**src/hdl/npe_pkg.sv**
```systemverilog
package npe_pkg;

	localparam int MAX_ELEMENTS = 16;
	localparam int ELEMENT_BITS = 32;
	localparam int IDX_W = $clog2(MAX_ELEMENTS);
	localparam int CNT_W = $clog2(MAX_ELEMENTS + 1);

	localparam int QDEPTH = 2;
	localparam int QPTR_W = 1;
	localparam int QCNT_W = $clog2(QDEPTH + 1);

	localparam int CFG_IDX_W = 2;
	localparam int CFG_DATA_W = 1;

	typedef enum logic [CFG_IDX_W-1:0] {
		REG_DIRECTION = 2'd0,
		REG_SIGNED    = 2'd1
	} reg_idx_t;

	typedef struct packed {
		logic direction;
		logic signed_compare;
	} cfg_t;

	typedef struct packed {
		logic [ELEMENT_BITS-1:0] element;
		logic                    last;
		logic                    drop;
	} item_t;

	typedef enum logic [3:0] {
		ST_LOAD,
		ST_SCAN_INIT,
		ST_SCAN,
		ST_FIND,
		ST_SWAP,
		ST_REV_RD,
		ST_REV_MV,
		ST_REV_WR,
		ST_EMIT
	} back_state_t;

	// x goes before y in the order the direction selects
	function automatic logic goes_before(
		input logic [ELEMENT_BITS-1:0] x,
		input logic [ELEMENT_BITS-1:0] y,
		input cfg_t                    cfg
	);
		logic [ELEMENT_BITS-1:0] xa;
		logic [ELEMENT_BITS-1:0] ya;
		xa = x;
		ya = y;
		xa[ELEMENT_BITS-1] = x[ELEMENT_BITS-1] ^ cfg.signed_compare;
		ya[ELEMENT_BITS-1] = y[ELEMENT_BITS-1] ^ cfg.signed_compare;
		return cfg.direction ? (ya < xa) : (xa < ya);
	endfunction

endpackage

```
**src/hdl/npe_front.sv**
```systemverilog
module npe_front (
	input  logic                              clk,
	input  logic                              arst_n,
	input  logic                              push,
	output logic                              full,
	input  logic [npe_pkg::ELEMENT_BITS-1:0]  element,
	input  logic                              last_in,
	input  logic                              q_full,
	output logic                              q_push,
	output npe_pkg::item_t                    q_item
);

	logic [npe_pkg::CNT_W-1:0] fcnt_q;
	logic                      at_cap;

	// count elements of the current sequence; mark those past capacity
	assign at_cap = (fcnt_q == npe_pkg::CNT_W'(npe_pkg::MAX_ELEMENTS));
	assign full   = q_full;
	assign q_push = push && !q_full;

	assign q_item.element = element;
	assign q_item.last    = last_in;
	assign q_item.drop    = at_cap;

	always_ff @(posedge clk or negedge arst_n) begin
		if (!arst_n) begin
			fcnt_q <= '0;
		end else if (q_push) begin
			if (last_in) begin
				fcnt_q <= '0;
			end else if (!at_cap) begin
				fcnt_q <= fcnt_q + npe_pkg::CNT_W'(1);
			end
		end
	end

endmodule

```
**src/hdl/npe_queue.sv**
```systemverilog
module npe_queue (
	input  logic           clk,
	input  logic           arst_n,
	input  logic           wr_en,
	input  npe_pkg::item_t wr_item,
	output logic           q_full,
	input  logic           rd_en,
	output logic           rd_valid,
	output npe_pkg::item_t rd_item
);

	npe_pkg::item_t             entries_q [npe_pkg::QDEPTH];
	logic [npe_pkg::QPTR_W-1:0] wr_ptr_q;
	logic [npe_pkg::QPTR_W-1:0] rd_ptr_q;
	logic [npe_pkg::QCNT_W-1:0] count_q;
	logic                       do_wr;
	logic                       do_rd;

	assign q_full   = (count_q == npe_pkg::QCNT_W'(npe_pkg::QDEPTH));
	assign rd_valid = (count_q != '0);
	assign rd_item  = entries_q[rd_ptr_q];
	assign do_wr    = wr_en && !q_full;
	assign do_rd    = rd_en && rd_valid;

	always_ff @(posedge clk) begin
		if (do_wr) begin
			entries_q[wr_ptr_q] <= wr_item;
		end
	end

	always_ff @(posedge clk or negedge arst_n) begin
		if (!arst_n) begin
			wr_ptr_q <= '0;
			rd_ptr_q <= '0;
			count_q  <= '0;
		end else begin
			if (do_wr) begin
				wr_ptr_q <= wr_ptr_q + npe_pkg::QPTR_W'(1);
			end
			if (do_rd) begin
				rd_ptr_q <= rd_ptr_q + npe_pkg::QPTR_W'(1);
			end
			if (do_wr && !do_rd) begin
				count_q <= count_q + npe_pkg::QCNT_W'(1);
			end else if (do_rd && !do_wr) begin
				count_q <= count_q - npe_pkg::QCNT_W'(1);
			end
		end
	end

endmodule

```
**src/hdl/npe_back.sv**
```systemverilog
module npe_back (
	input  logic                              clk,
	input  logic                              arst_n,
	input  npe_pkg::cfg_t                     cfg,
	input  logic                              q_valid,
	input  npe_pkg::item_t                    q_item,
	output logic                              q_pop,
	input  logic                              pop,
	output logic                              empty,
	output logic [npe_pkg::ELEMENT_BITS-1:0]  out_element,
	output logic                              last_out,
	output logic                              advanced,
	output logic                              overflow
);

	localparam int EB = npe_pkg::ELEMENT_BITS;
	localparam int IW = npe_pkg::IDX_W;
	localparam int CW = npe_pkg::CNT_W;

	npe_pkg::back_state_t state_q, state_nx;

	logic [EB-1:0] store_q [npe_pkg::MAX_ELEMENTS];
	logic          wr_en;
	logic [IW-1:0] wr_idx;
	logic [EB-1:0] wr_data;
	logic [IW-1:0] rd_idx;
	logic [EB-1:0] rd_data;

	logic [CW-1:0] cnt_q, cnt_nx, n_new;
	logic [IW-1:0] idx_q, idx_nx;
	logic [IW-1:0] piv_idx_q, piv_idx_nx;
	logic [CW-1:0] k_q, k_nx;
	logic [CW-1:0] rlo_q, rlo_nx;
	logic [CW-1:0] rhi_q, rhi_nx;
	logic          adv_q, adv_nx;
	logic          ovf_q, ovf_nx;
	logic [EB-1:0] prev_q, prev_nx;
	logic [EB-1:0] piv_q, piv_nx;
	logic [EB-1:0] val_q, val_nx;
	logic [EB-1:0] tmp_q, tmp_nx;
	logic          emit;
	logic          emit_last;
	logic          out_valid_q;

	assign rd_data = store_q[rd_idx];
	assign n_new   = q_item.drop ? cnt_q : (cnt_q + CW'(1));

	always_comb begin
		state_nx   = state_q;
		cnt_nx     = cnt_q;
		idx_nx     = idx_q;
		piv_idx_nx = piv_idx_q;
		k_nx       = k_q;
		rlo_nx     = rlo_q;
		rhi_nx     = rhi_q;
		adv_nx     = adv_q;
		ovf_nx     = ovf_q;
		prev_nx    = prev_q;
		piv_nx     = piv_q;
		val_nx     = val_q;
		tmp_nx     = tmp_q;
		wr_en      = 1'b0;
		wr_idx     = '0;
		wr_data    = '0;
		rd_idx     = '0;
		q_pop      = 1'b0;
		emit       = 1'b0;
		emit_last  = 1'b0;
		unique case (state_q)
			npe_pkg::ST_LOAD: begin
				q_pop = q_valid;
				if (q_valid) begin
					if (q_item.drop) begin
						ovf_nx = 1'b1;
					end else begin
						wr_en   = 1'b1;
						wr_idx  = cnt_q[IW-1:0];
						wr_data = q_item.element;
					end
					cnt_nx = n_new;
					if (q_item.last) begin
						if (n_new < CW'(2)) begin
							adv_nx   = 1'b0;
							k_nx     = '0;
							state_nx = npe_pkg::ST_EMIT;
						end else begin
							idx_nx   = IW'(n_new - CW'(1));
							state_nx = npe_pkg::ST_SCAN_INIT;
						end
					end
				end
			end
			npe_pkg::ST_SCAN_INIT: begin
				rd_idx   = idx_q;
				prev_nx  = rd_data;
				idx_nx   = idx_q - IW'(1);
				state_nx = npe_pkg::ST_SCAN;
			end
			npe_pkg::ST_SCAN: begin
				rd_idx = idx_q;
				if (npe_pkg::goes_before(rd_data, prev_q, cfg)) begin
					piv_idx_nx = idx_q;
					piv_nx     = rd_data;
					idx_nx     = IW'(cnt_q - CW'(1));
					state_nx   = npe_pkg::ST_FIND;
				end else begin
					prev_nx = rd_data;
					if (idx_q == '0) begin
						adv_nx   = 1'b0;
						rlo_nx   = '0;
						rhi_nx   = cnt_q;
						state_nx = npe_pkg::ST_REV_RD;
					end else begin
						idx_nx = idx_q - IW'(1);
					end
				end
			end
			npe_pkg::ST_FIND: begin
				rd_idx = idx_q;
				if (npe_pkg::goes_before(piv_q, rd_data, cfg)) begin
					wr_en    = 1'b1;
					wr_idx   = idx_q;
					wr_data  = piv_q;
					val_nx   = rd_data;
					state_nx = npe_pkg::ST_SWAP;
				end else begin
					idx_nx = idx_q - IW'(1);
				end
			end
			npe_pkg::ST_SWAP: begin
				wr_en    = 1'b1;
				wr_idx   = piv_idx_q;
				wr_data  = val_q;
				adv_nx   = 1'b1;
				rlo_nx   = CW'(piv_idx_q) + CW'(1);
				rhi_nx   = cnt_q;
				state_nx = npe_pkg::ST_REV_RD;
			end
			npe_pkg::ST_REV_RD: begin
				if ((rlo_q + CW'(1)) < rhi_q) begin
					rd_idx   = rlo_q[IW-1:0];
					tmp_nx   = rd_data;
					rhi_nx   = rhi_q - CW'(1);
					state_nx = npe_pkg::ST_REV_MV;
				end else begin
					k_nx     = '0;
					state_nx = npe_pkg::ST_EMIT;
				end
			end
			npe_pkg::ST_REV_MV: begin
				rd_idx   = rhi_q[IW-1:0];
				wr_en    = 1'b1;
				wr_idx   = rlo_q[IW-1:0];
				wr_data  = rd_data;
				state_nx = npe_pkg::ST_REV_WR;
			end
			npe_pkg::ST_REV_WR: begin
				wr_en    = 1'b1;
				wr_idx   = rhi_q[IW-1:0];
				wr_data  = tmp_q;
				rlo_nx   = rlo_q + CW'(1);
				state_nx = npe_pkg::ST_REV_RD;
			end
			npe_pkg::ST_EMIT: begin
				rd_idx = k_q[IW-1:0];
				if (!out_valid_q || pop) begin
					emit      = 1'b1;
					emit_last = ((k_q + CW'(1)) == cnt_q);
					k_nx      = k_q + CW'(1);
					if (emit_last) begin
						cnt_nx   = '0;
						ovf_nx   = 1'b0;
						state_nx = npe_pkg::ST_LOAD;
					end
				end
			end
			default: begin
				state_nx = npe_pkg::ST_LOAD;
			end
		endcase
	end

	always_ff @(posedge clk) begin
		if (wr_en) begin
			store_q[wr_idx] <= wr_data;
		end
	end

	always_ff @(posedge clk) begin
		prev_q <= prev_nx;
		piv_q  <= piv_nx;
		val_q  <= val_nx;
		tmp_q  <= tmp_nx;
		if (emit) begin
			out_element <= rd_data;
			last_out    <= emit_last;
			advanced    <= adv_q;
			overflow    <= ovf_q;
		end
	end

	always_ff @(posedge clk or negedge arst_n) begin
		if (!arst_n) begin
			state_q     <= npe_pkg::ST_LOAD;
			cnt_q       <= '0;
			idx_q       <= '0;
			piv_idx_q   <= '0;
			k_q         <= '0;
			rlo_q       <= '0;
			rhi_q       <= '0;
			adv_q       <= 1'b0;
			ovf_q       <= 1'b0;
			out_valid_q <= 1'b0;
		end else begin
			state_q   <= state_nx;
			cnt_q     <= cnt_nx;
			idx_q     <= idx_nx;
			piv_idx_q <= piv_idx_nx;
			k_q       <= k_nx;
			rlo_q     <= rlo_nx;
			rhi_q     <= rhi_nx;
			adv_q     <= adv_nx;
			ovf_q     <= ovf_nx;
			if (emit) begin
				out_valid_q <= 1'b1;
			end else if (pop) begin
				out_valid_q <= 1'b0;
			end
		end
	end

	assign empty = !out_valid_q;

endmodule

```
**src/hdl/next_permutation_engine_unit.sv**
```systemverilog
// Next / previous lexicographic permutation engine.
// Input channel: drive element and last_in with push; an item is taken at a
// clock edge where push is high and full is low. A sequence ends with the
// item that carries last_in. Up to 16 elements are kept; later ones are
// dropped and flag overflow on every result of that sequence.
// Result channel: while empty is low, out_element, last_out, advanced and
// overflow show the oldest result; pop takes it. One result per stored
// element, in order, last_out on the final one.
// Configuration: cfg_we writes cfg_data[0] to register cfg_index (0 =
// direction, 1 = signed_compare); write only while the block is idle.
// Timing: the front takes one item per cycle, while the queue is not full,
// into a two-entry queue; the back stores one element per cycle while
// loading. For n >= 2 elements the back then scans for the pivot and for
// its successor, swaps them and reverses the tail pair by pair (with
// no pivot, the whole sequence), then emits one result per cycle while
// the receiver pops. While the back works, the queue fills and full rises.
// A stalled receiver holds the current result; the back waits on it.
// Reset clears counts, flags, the queue and the result valid flag; the
// element store holds no reset value and is only read where written.
module next_permutation_engine_unit (
	input  logic                                clk,
	input  logic                                arst_n,
	input  logic                                push,
	output logic                                full,
	input  logic [npe_pkg::ELEMENT_BITS-1:0]    element,
	input  logic                                last_in,
	output logic                                empty,
	input  logic                                pop,
	output logic [npe_pkg::ELEMENT_BITS-1:0]    out_element,
	output logic                                last_out,
	output logic                                advanced,
	output logic                                overflow,
	input  logic                                cfg_we,
	input  logic [npe_pkg::CFG_IDX_W-1:0]       cfg_index,
	input  logic [npe_pkg::CFG_DATA_W-1:0]      cfg_data
);

	npe_pkg::cfg_t  cfg_q;
	npe_pkg::item_t f_item;
	npe_pkg::item_t b_item;
	logic           f_push;
	logic           q_full;
	logic           b_valid;
	logic           b_pop;

	// hold configuration; ignore writes to unknown indexes
	always_ff @(posedge clk or negedge arst_n) begin
		if (!arst_n) begin
			cfg_q <= '0;
		end else if (cfg_we) begin
			unique case (cfg_index)
				npe_pkg::REG_DIRECTION: cfg_q.direction      <= cfg_data[0];
				npe_pkg::REG_SIGNED:    cfg_q.signed_compare <= cfg_data[0];
				default: ;
			endcase
		end
	end

	// classify incoming items: mark those past capacity
	npe_front u_front (
		.clk     (clk),
		.arst_n  (arst_n),
		.push    (push),
		.full    (full),
		.element (element),
		.last_in (last_in),
		.q_full  (q_full),
		.q_push  (f_push),
		.q_item  (f_item)
	);

	// decouple the front from the permutation sequencer
	npe_queue u_queue (
		.clk      (clk),
		.arst_n   (arst_n),
		.wr_en    (f_push),
		.wr_item  (f_item),
		.q_full   (q_full),
		.rd_en    (b_pop),
		.rd_valid (b_valid),
		.rd_item  (b_item)
	);

	// store, permute and emit
	npe_back u_back (
		.clk         (clk),
		.arst_n      (arst_n),
		.cfg         (cfg_q),
		.q_valid     (b_valid),
		.q_item      (b_item),
		.q_pop       (b_pop),
		.pop         (pop),
		.empty       (empty),
		.out_element (out_element),
		.last_out    (last_out),
		.advanced    (advanced),
		.overflow    (overflow)
	);

endmodule

```
**config.mk**
```make
export PLATFORM = sky130hd
export DESIGN_NAME = next_permutation_engine_unit
export DESIGN_NICKNAME = d
export VERILOG_FILES = /design/src/hdl/npe_pkg.sv /design/src/hdl/npe_front.sv /design/src/hdl/npe_queue.sv /design/src/hdl/npe_back.sv /design/src/hdl/next_permutation_engine_unit.sv
export SDC_FILE = /design/constraint.sdc
export NUM_CORES = 1
export LEC_CHECK = 0
export ABC_CLOCK_PERIOD_IN_PS = 8500
export BUFFER_PORTS_ARGS = -buffer_cell sky130_fd_sc_hd__buf_4
export CAP_MARGIN = 10
export CORE_ASPECT_RATIO = 0.75
export CORE_MARGIN = 2
export CORE_UTILIZATION = 56
export DETAILED_ROUTE_END_ITERATION = 12
export HOLD_SLACK_MARGIN = 0.08
export PLACE_DENSITY = 0.75
export SLEW_MARGIN = 20
export SYNTH_ARGS = -nofsm -noshare
export SYNTH_HDL_FRONTEND = slang
export SYNTH_SLANG_ARGS = --single-unit
```
**constraint.sdc**
```tcl
create_clock -name clk -period 8.5 [get_ports clk]
set_input_delay 1.7 -clock clk [delete_from_list [all_inputs] [get_ports clk]]
set_output_delay 1.7 -clock clk [all_outputs]
set_load 0.1 [all_outputs]
```
==> impl_metrics.json <==
{
  "status": "completed",
  "mappedNetlistArea_um2": 33640,
  "num_vias": 19862,
  "placed_area_um2": 35440,
  "cp.arrival_ns": 8.30,
  "nets": 2351,
  "yosysSeqAreaShare_pct": 69.74,
  "final_hold_viol_count": 0,
  "syn_to_final_growth_pct": 12.27,
  "clk_pin_slew_ns": 0.06,
  "tns_ns": 0,
  "finalClockSkew_ns": 0.02130,
  "cpMostUsedCell": "ha_1",
  "finalNonFillerCells": 3074,
  "cp-start-kind": "flop",
  "fillers": 4093,
  "drv_cap": 0,
  "slew_viol_final": 0,
  "multiInputGateArea_um2": 9320,
  "cts.sinks": 789,
  "cp_num_buf_inv": 4,
  "muxShareOfSynthArea_pct": 7.122,
  "cts_tree": "built",
  "end_kind": "flop",
  "synth.avg_cell_area_um2": 15.81,
  "dpl.hpwl_um": 51600,
  "first_pass_iters": 8,
  "async_flop_share_pct": 5.830,
  "finalInstanceArea_um2": 37770,
  "overflow": 0,
  "coreArea_um2": 59150,
  "drive_gt1_share_pct": 17.47,
  "grt_pass1_vias": 19595,
  "synth_fp_nets": 2249,
  "relSlewSlack_pct": 21.61,
  "port_buffers": 77,
  "synth_compound_area_share_pct": 11.63,
  "fin_crit_sh_pct": 95.86,
  "final_common_cell": "edfxtp_1",
  "die_height_um": 216.3,
  "dp_cells": 2945,
  "grt_pass1_wl_um": 123400,
  "maxClockFrequency_mhz": 122.7,
  "slowest_delay_ns": 0.90,
  "cp_top_family": "compound AO/OA/AOI/OAI gates",
  "synth_edf_count": 743,
  "cts-root-buf": "clkbuf_16",
  "syn_inst": 2128,
  "start_util_pct": 56.87,
  "regArea_um2": 23460,
  "worst_slew_pin_slew_ns": 1.176,
  "grt_max_degree": 79,
  "synth_top_family_by_area": "compound AO/OA/AOI/OAI gates",
  "ctsLongestPathBuffers": 3,
  "ctsHtreeMaxLevel": 3,
  "holdPathStages": 0,
  "gp_congestion": 0.9597,
  "hp-class": "flop to flop",
  "rsz0062_at_grt": "false",
  "worstPathCellList": "ha_1 -> nand3_1 -> xnor2_1 -> ha_1 -> nor3_2 -> a21oi_4 -> inv_4 -> a221oi_4 -> nor3b_4 -> buf_4 -> a22oi_1 -> o211ai_2 -> inv_1 -> ha_1 -> nand4_1 -> nor4_1 -> a21oi_1 -> mux2i_4 -> buf_4 -> a21boi_0 -> o221ai_1",
  "synth_adder_area_share_pct": 2.975,
  "yosys.area_share.simple_pct": 4.638,
  "cts_setup_buffers": 0,
  "critical_path_class": "flop to flop",
  "rrSetupSlack_ns": 0.35,
  "hold_buffers": 0,
  "drcViolationCount": 0,
  "dieWidth_um": 287.0,
  "cp_num_cells": 21,
  "num_rows": 77,
  "numCtsBuffers": 71,
  "die_area_um2": 62070,
  "final_cell_mix": "edfxtp_1 (743), mux2i_1 (189), buf_4 (128), nand2_1 (118), inv_1 (86)",
  "ant_nets": 0,
  "finalSetupViolations": 0,
  "routedWlPerCell_um": 26.96,
  "drt-initial-drc-count": 2587,
  "ctsResizeCount": 0,
  "cp_max_fo": 19,
  "grt_use_total_pct": 26.85,
  "fin_hold_ws_ns": 0.4561,
  "viasPerCell": 6.461,
  "min_period_ns": 8.148,
  "ys_ff_latch": 789,
  "clk_latency_ns": 0.63,
  "critPathSlowestCell": "nor4_1",
  "synth_xor_area_share_pct": 0.7810,
  "ys.flop_type": "edfxtp_1",
  "ys_warn_count": 0,
  "yosysUniqueCellTypes": 87,
  "rr_worst_depth": 21,
  "drt-total-wl_um": 82870,
  "required_ns": 8.65,
  "antenna_found_initial": 0,
  "n_antenna_cell": 0,
  "io_pins": 78
}
-- final timing paths --
kind | start | endpoint
max | u_back.rlo_q[0] | u_back.store_q[14][0]
max in group asynchronous | arst_n | u_back.rhi_q[3]
min in group asynchronous | arst_n | u_back.k_q[4]
min reg2reg | u_back.ovf_q | u_back.overflow
max reg2reg | u_back.rlo_q[0] | u_back.store_q[14][0]
min | u_back.ovf_q | u_back.overflow
-- sequential cells by signal (all words and copies together) (netlist names), 32 cells and up --
register            cells
u_back.store_q        512
u_queue.entries_q      68
u_back.tmp_q           32
u_back.val_q           32
u_back.piv_q           32
u_back.prev_q          32
u_back.out_element     32
-- cells in the mapped netlist (all sizes together) (8+ instances only) --
cell type | n | share of area (%)
edfxtp | 743 | 66
mux2i | 191 | 5.7
nand2 | 119 | 1.3
inv | 87 | 0.98
a21oi | 80 | 1.2
ha | 80 | 3.0
o211ai | 70 | 2.5
a221oi | 66 | 1.8
a22oi | 64 | 1.4
clkbuf | 63 | 0.70
buf | 57 | 1.4
dfrtp | 46 | 3.4
mux2 | 43 | 1.4
nor2 | 41 | 0.49
a211oi | 38 | 0.88
o21ai | 36 | 0.57
a222oi | 34 | 1.0
and3 | 34 | 0.63
nor3 | 31 | 0.48
nand3 | 18 | 0.27
nand4 | 18 | 0.33
a22o | 15 | 0.39
xnor2 | 15 | 0.39
xor2 | 15 | 0.39
a21o | 13 | 0.29
o31ai | 12 | 0.27
and2 | 8 | 0.16
nor4 | 8 | 0.15
-- through the flow --
step                setup WS, ns  util [%]
floorplan                -0.1863         -
global placement          0.9494     59.90
detailed placement        0.6980     59.91
CTS                       0.6570     63.78
global route              0.2151     63.85
finish                    0.3520     63.85
-- cell type report --
class	count	area share, %
Sequential cell	789	62.12
Multi-Input combinational cell	1131	24.68
Clock buffer	97	5.234
Timing Repair Buffer	149	3.657
Tap cell	790	2.617
Inverter	88	0.8812
Clock inverter	30	0.8149
-- cells by family after synthesis --
group / after synthesis
compound gates: 476
xor+xnor: 30
fa+ha+maj: 80
buf+inv: 208
flops: 789
mux: 234
simple gates: 311
-- worst register-to-register path: cells and delay by family, from the launching register on --
family	cells	cell delay, ns
xor gates and xnor gates	1	0.22
and+or+nand+nor	5	2.01
DFF	1	0.53
adders and majority gates	3	0.91
buffers and inverters	4	1.17
AOI/OAI and AO/OA	7	2.47
muxes	1	0.37
-- per-layer routing --
layer | vias to the layer above | GRT usage, % | routed length [µm]
met4 | 0 | 7.622 | 2009
met1 | 10058 | 39.29 | 35140
met5 | - | 0 | 0
li1 | 8694 | - | -
met3 | 120 | 6.242 | 7843
met2 | 990 | 40.60 | 37870
Power is left out: the tool's default activity adds up to more than one toggle a clock period on the data nets, which glitch-free logic cannot reach.
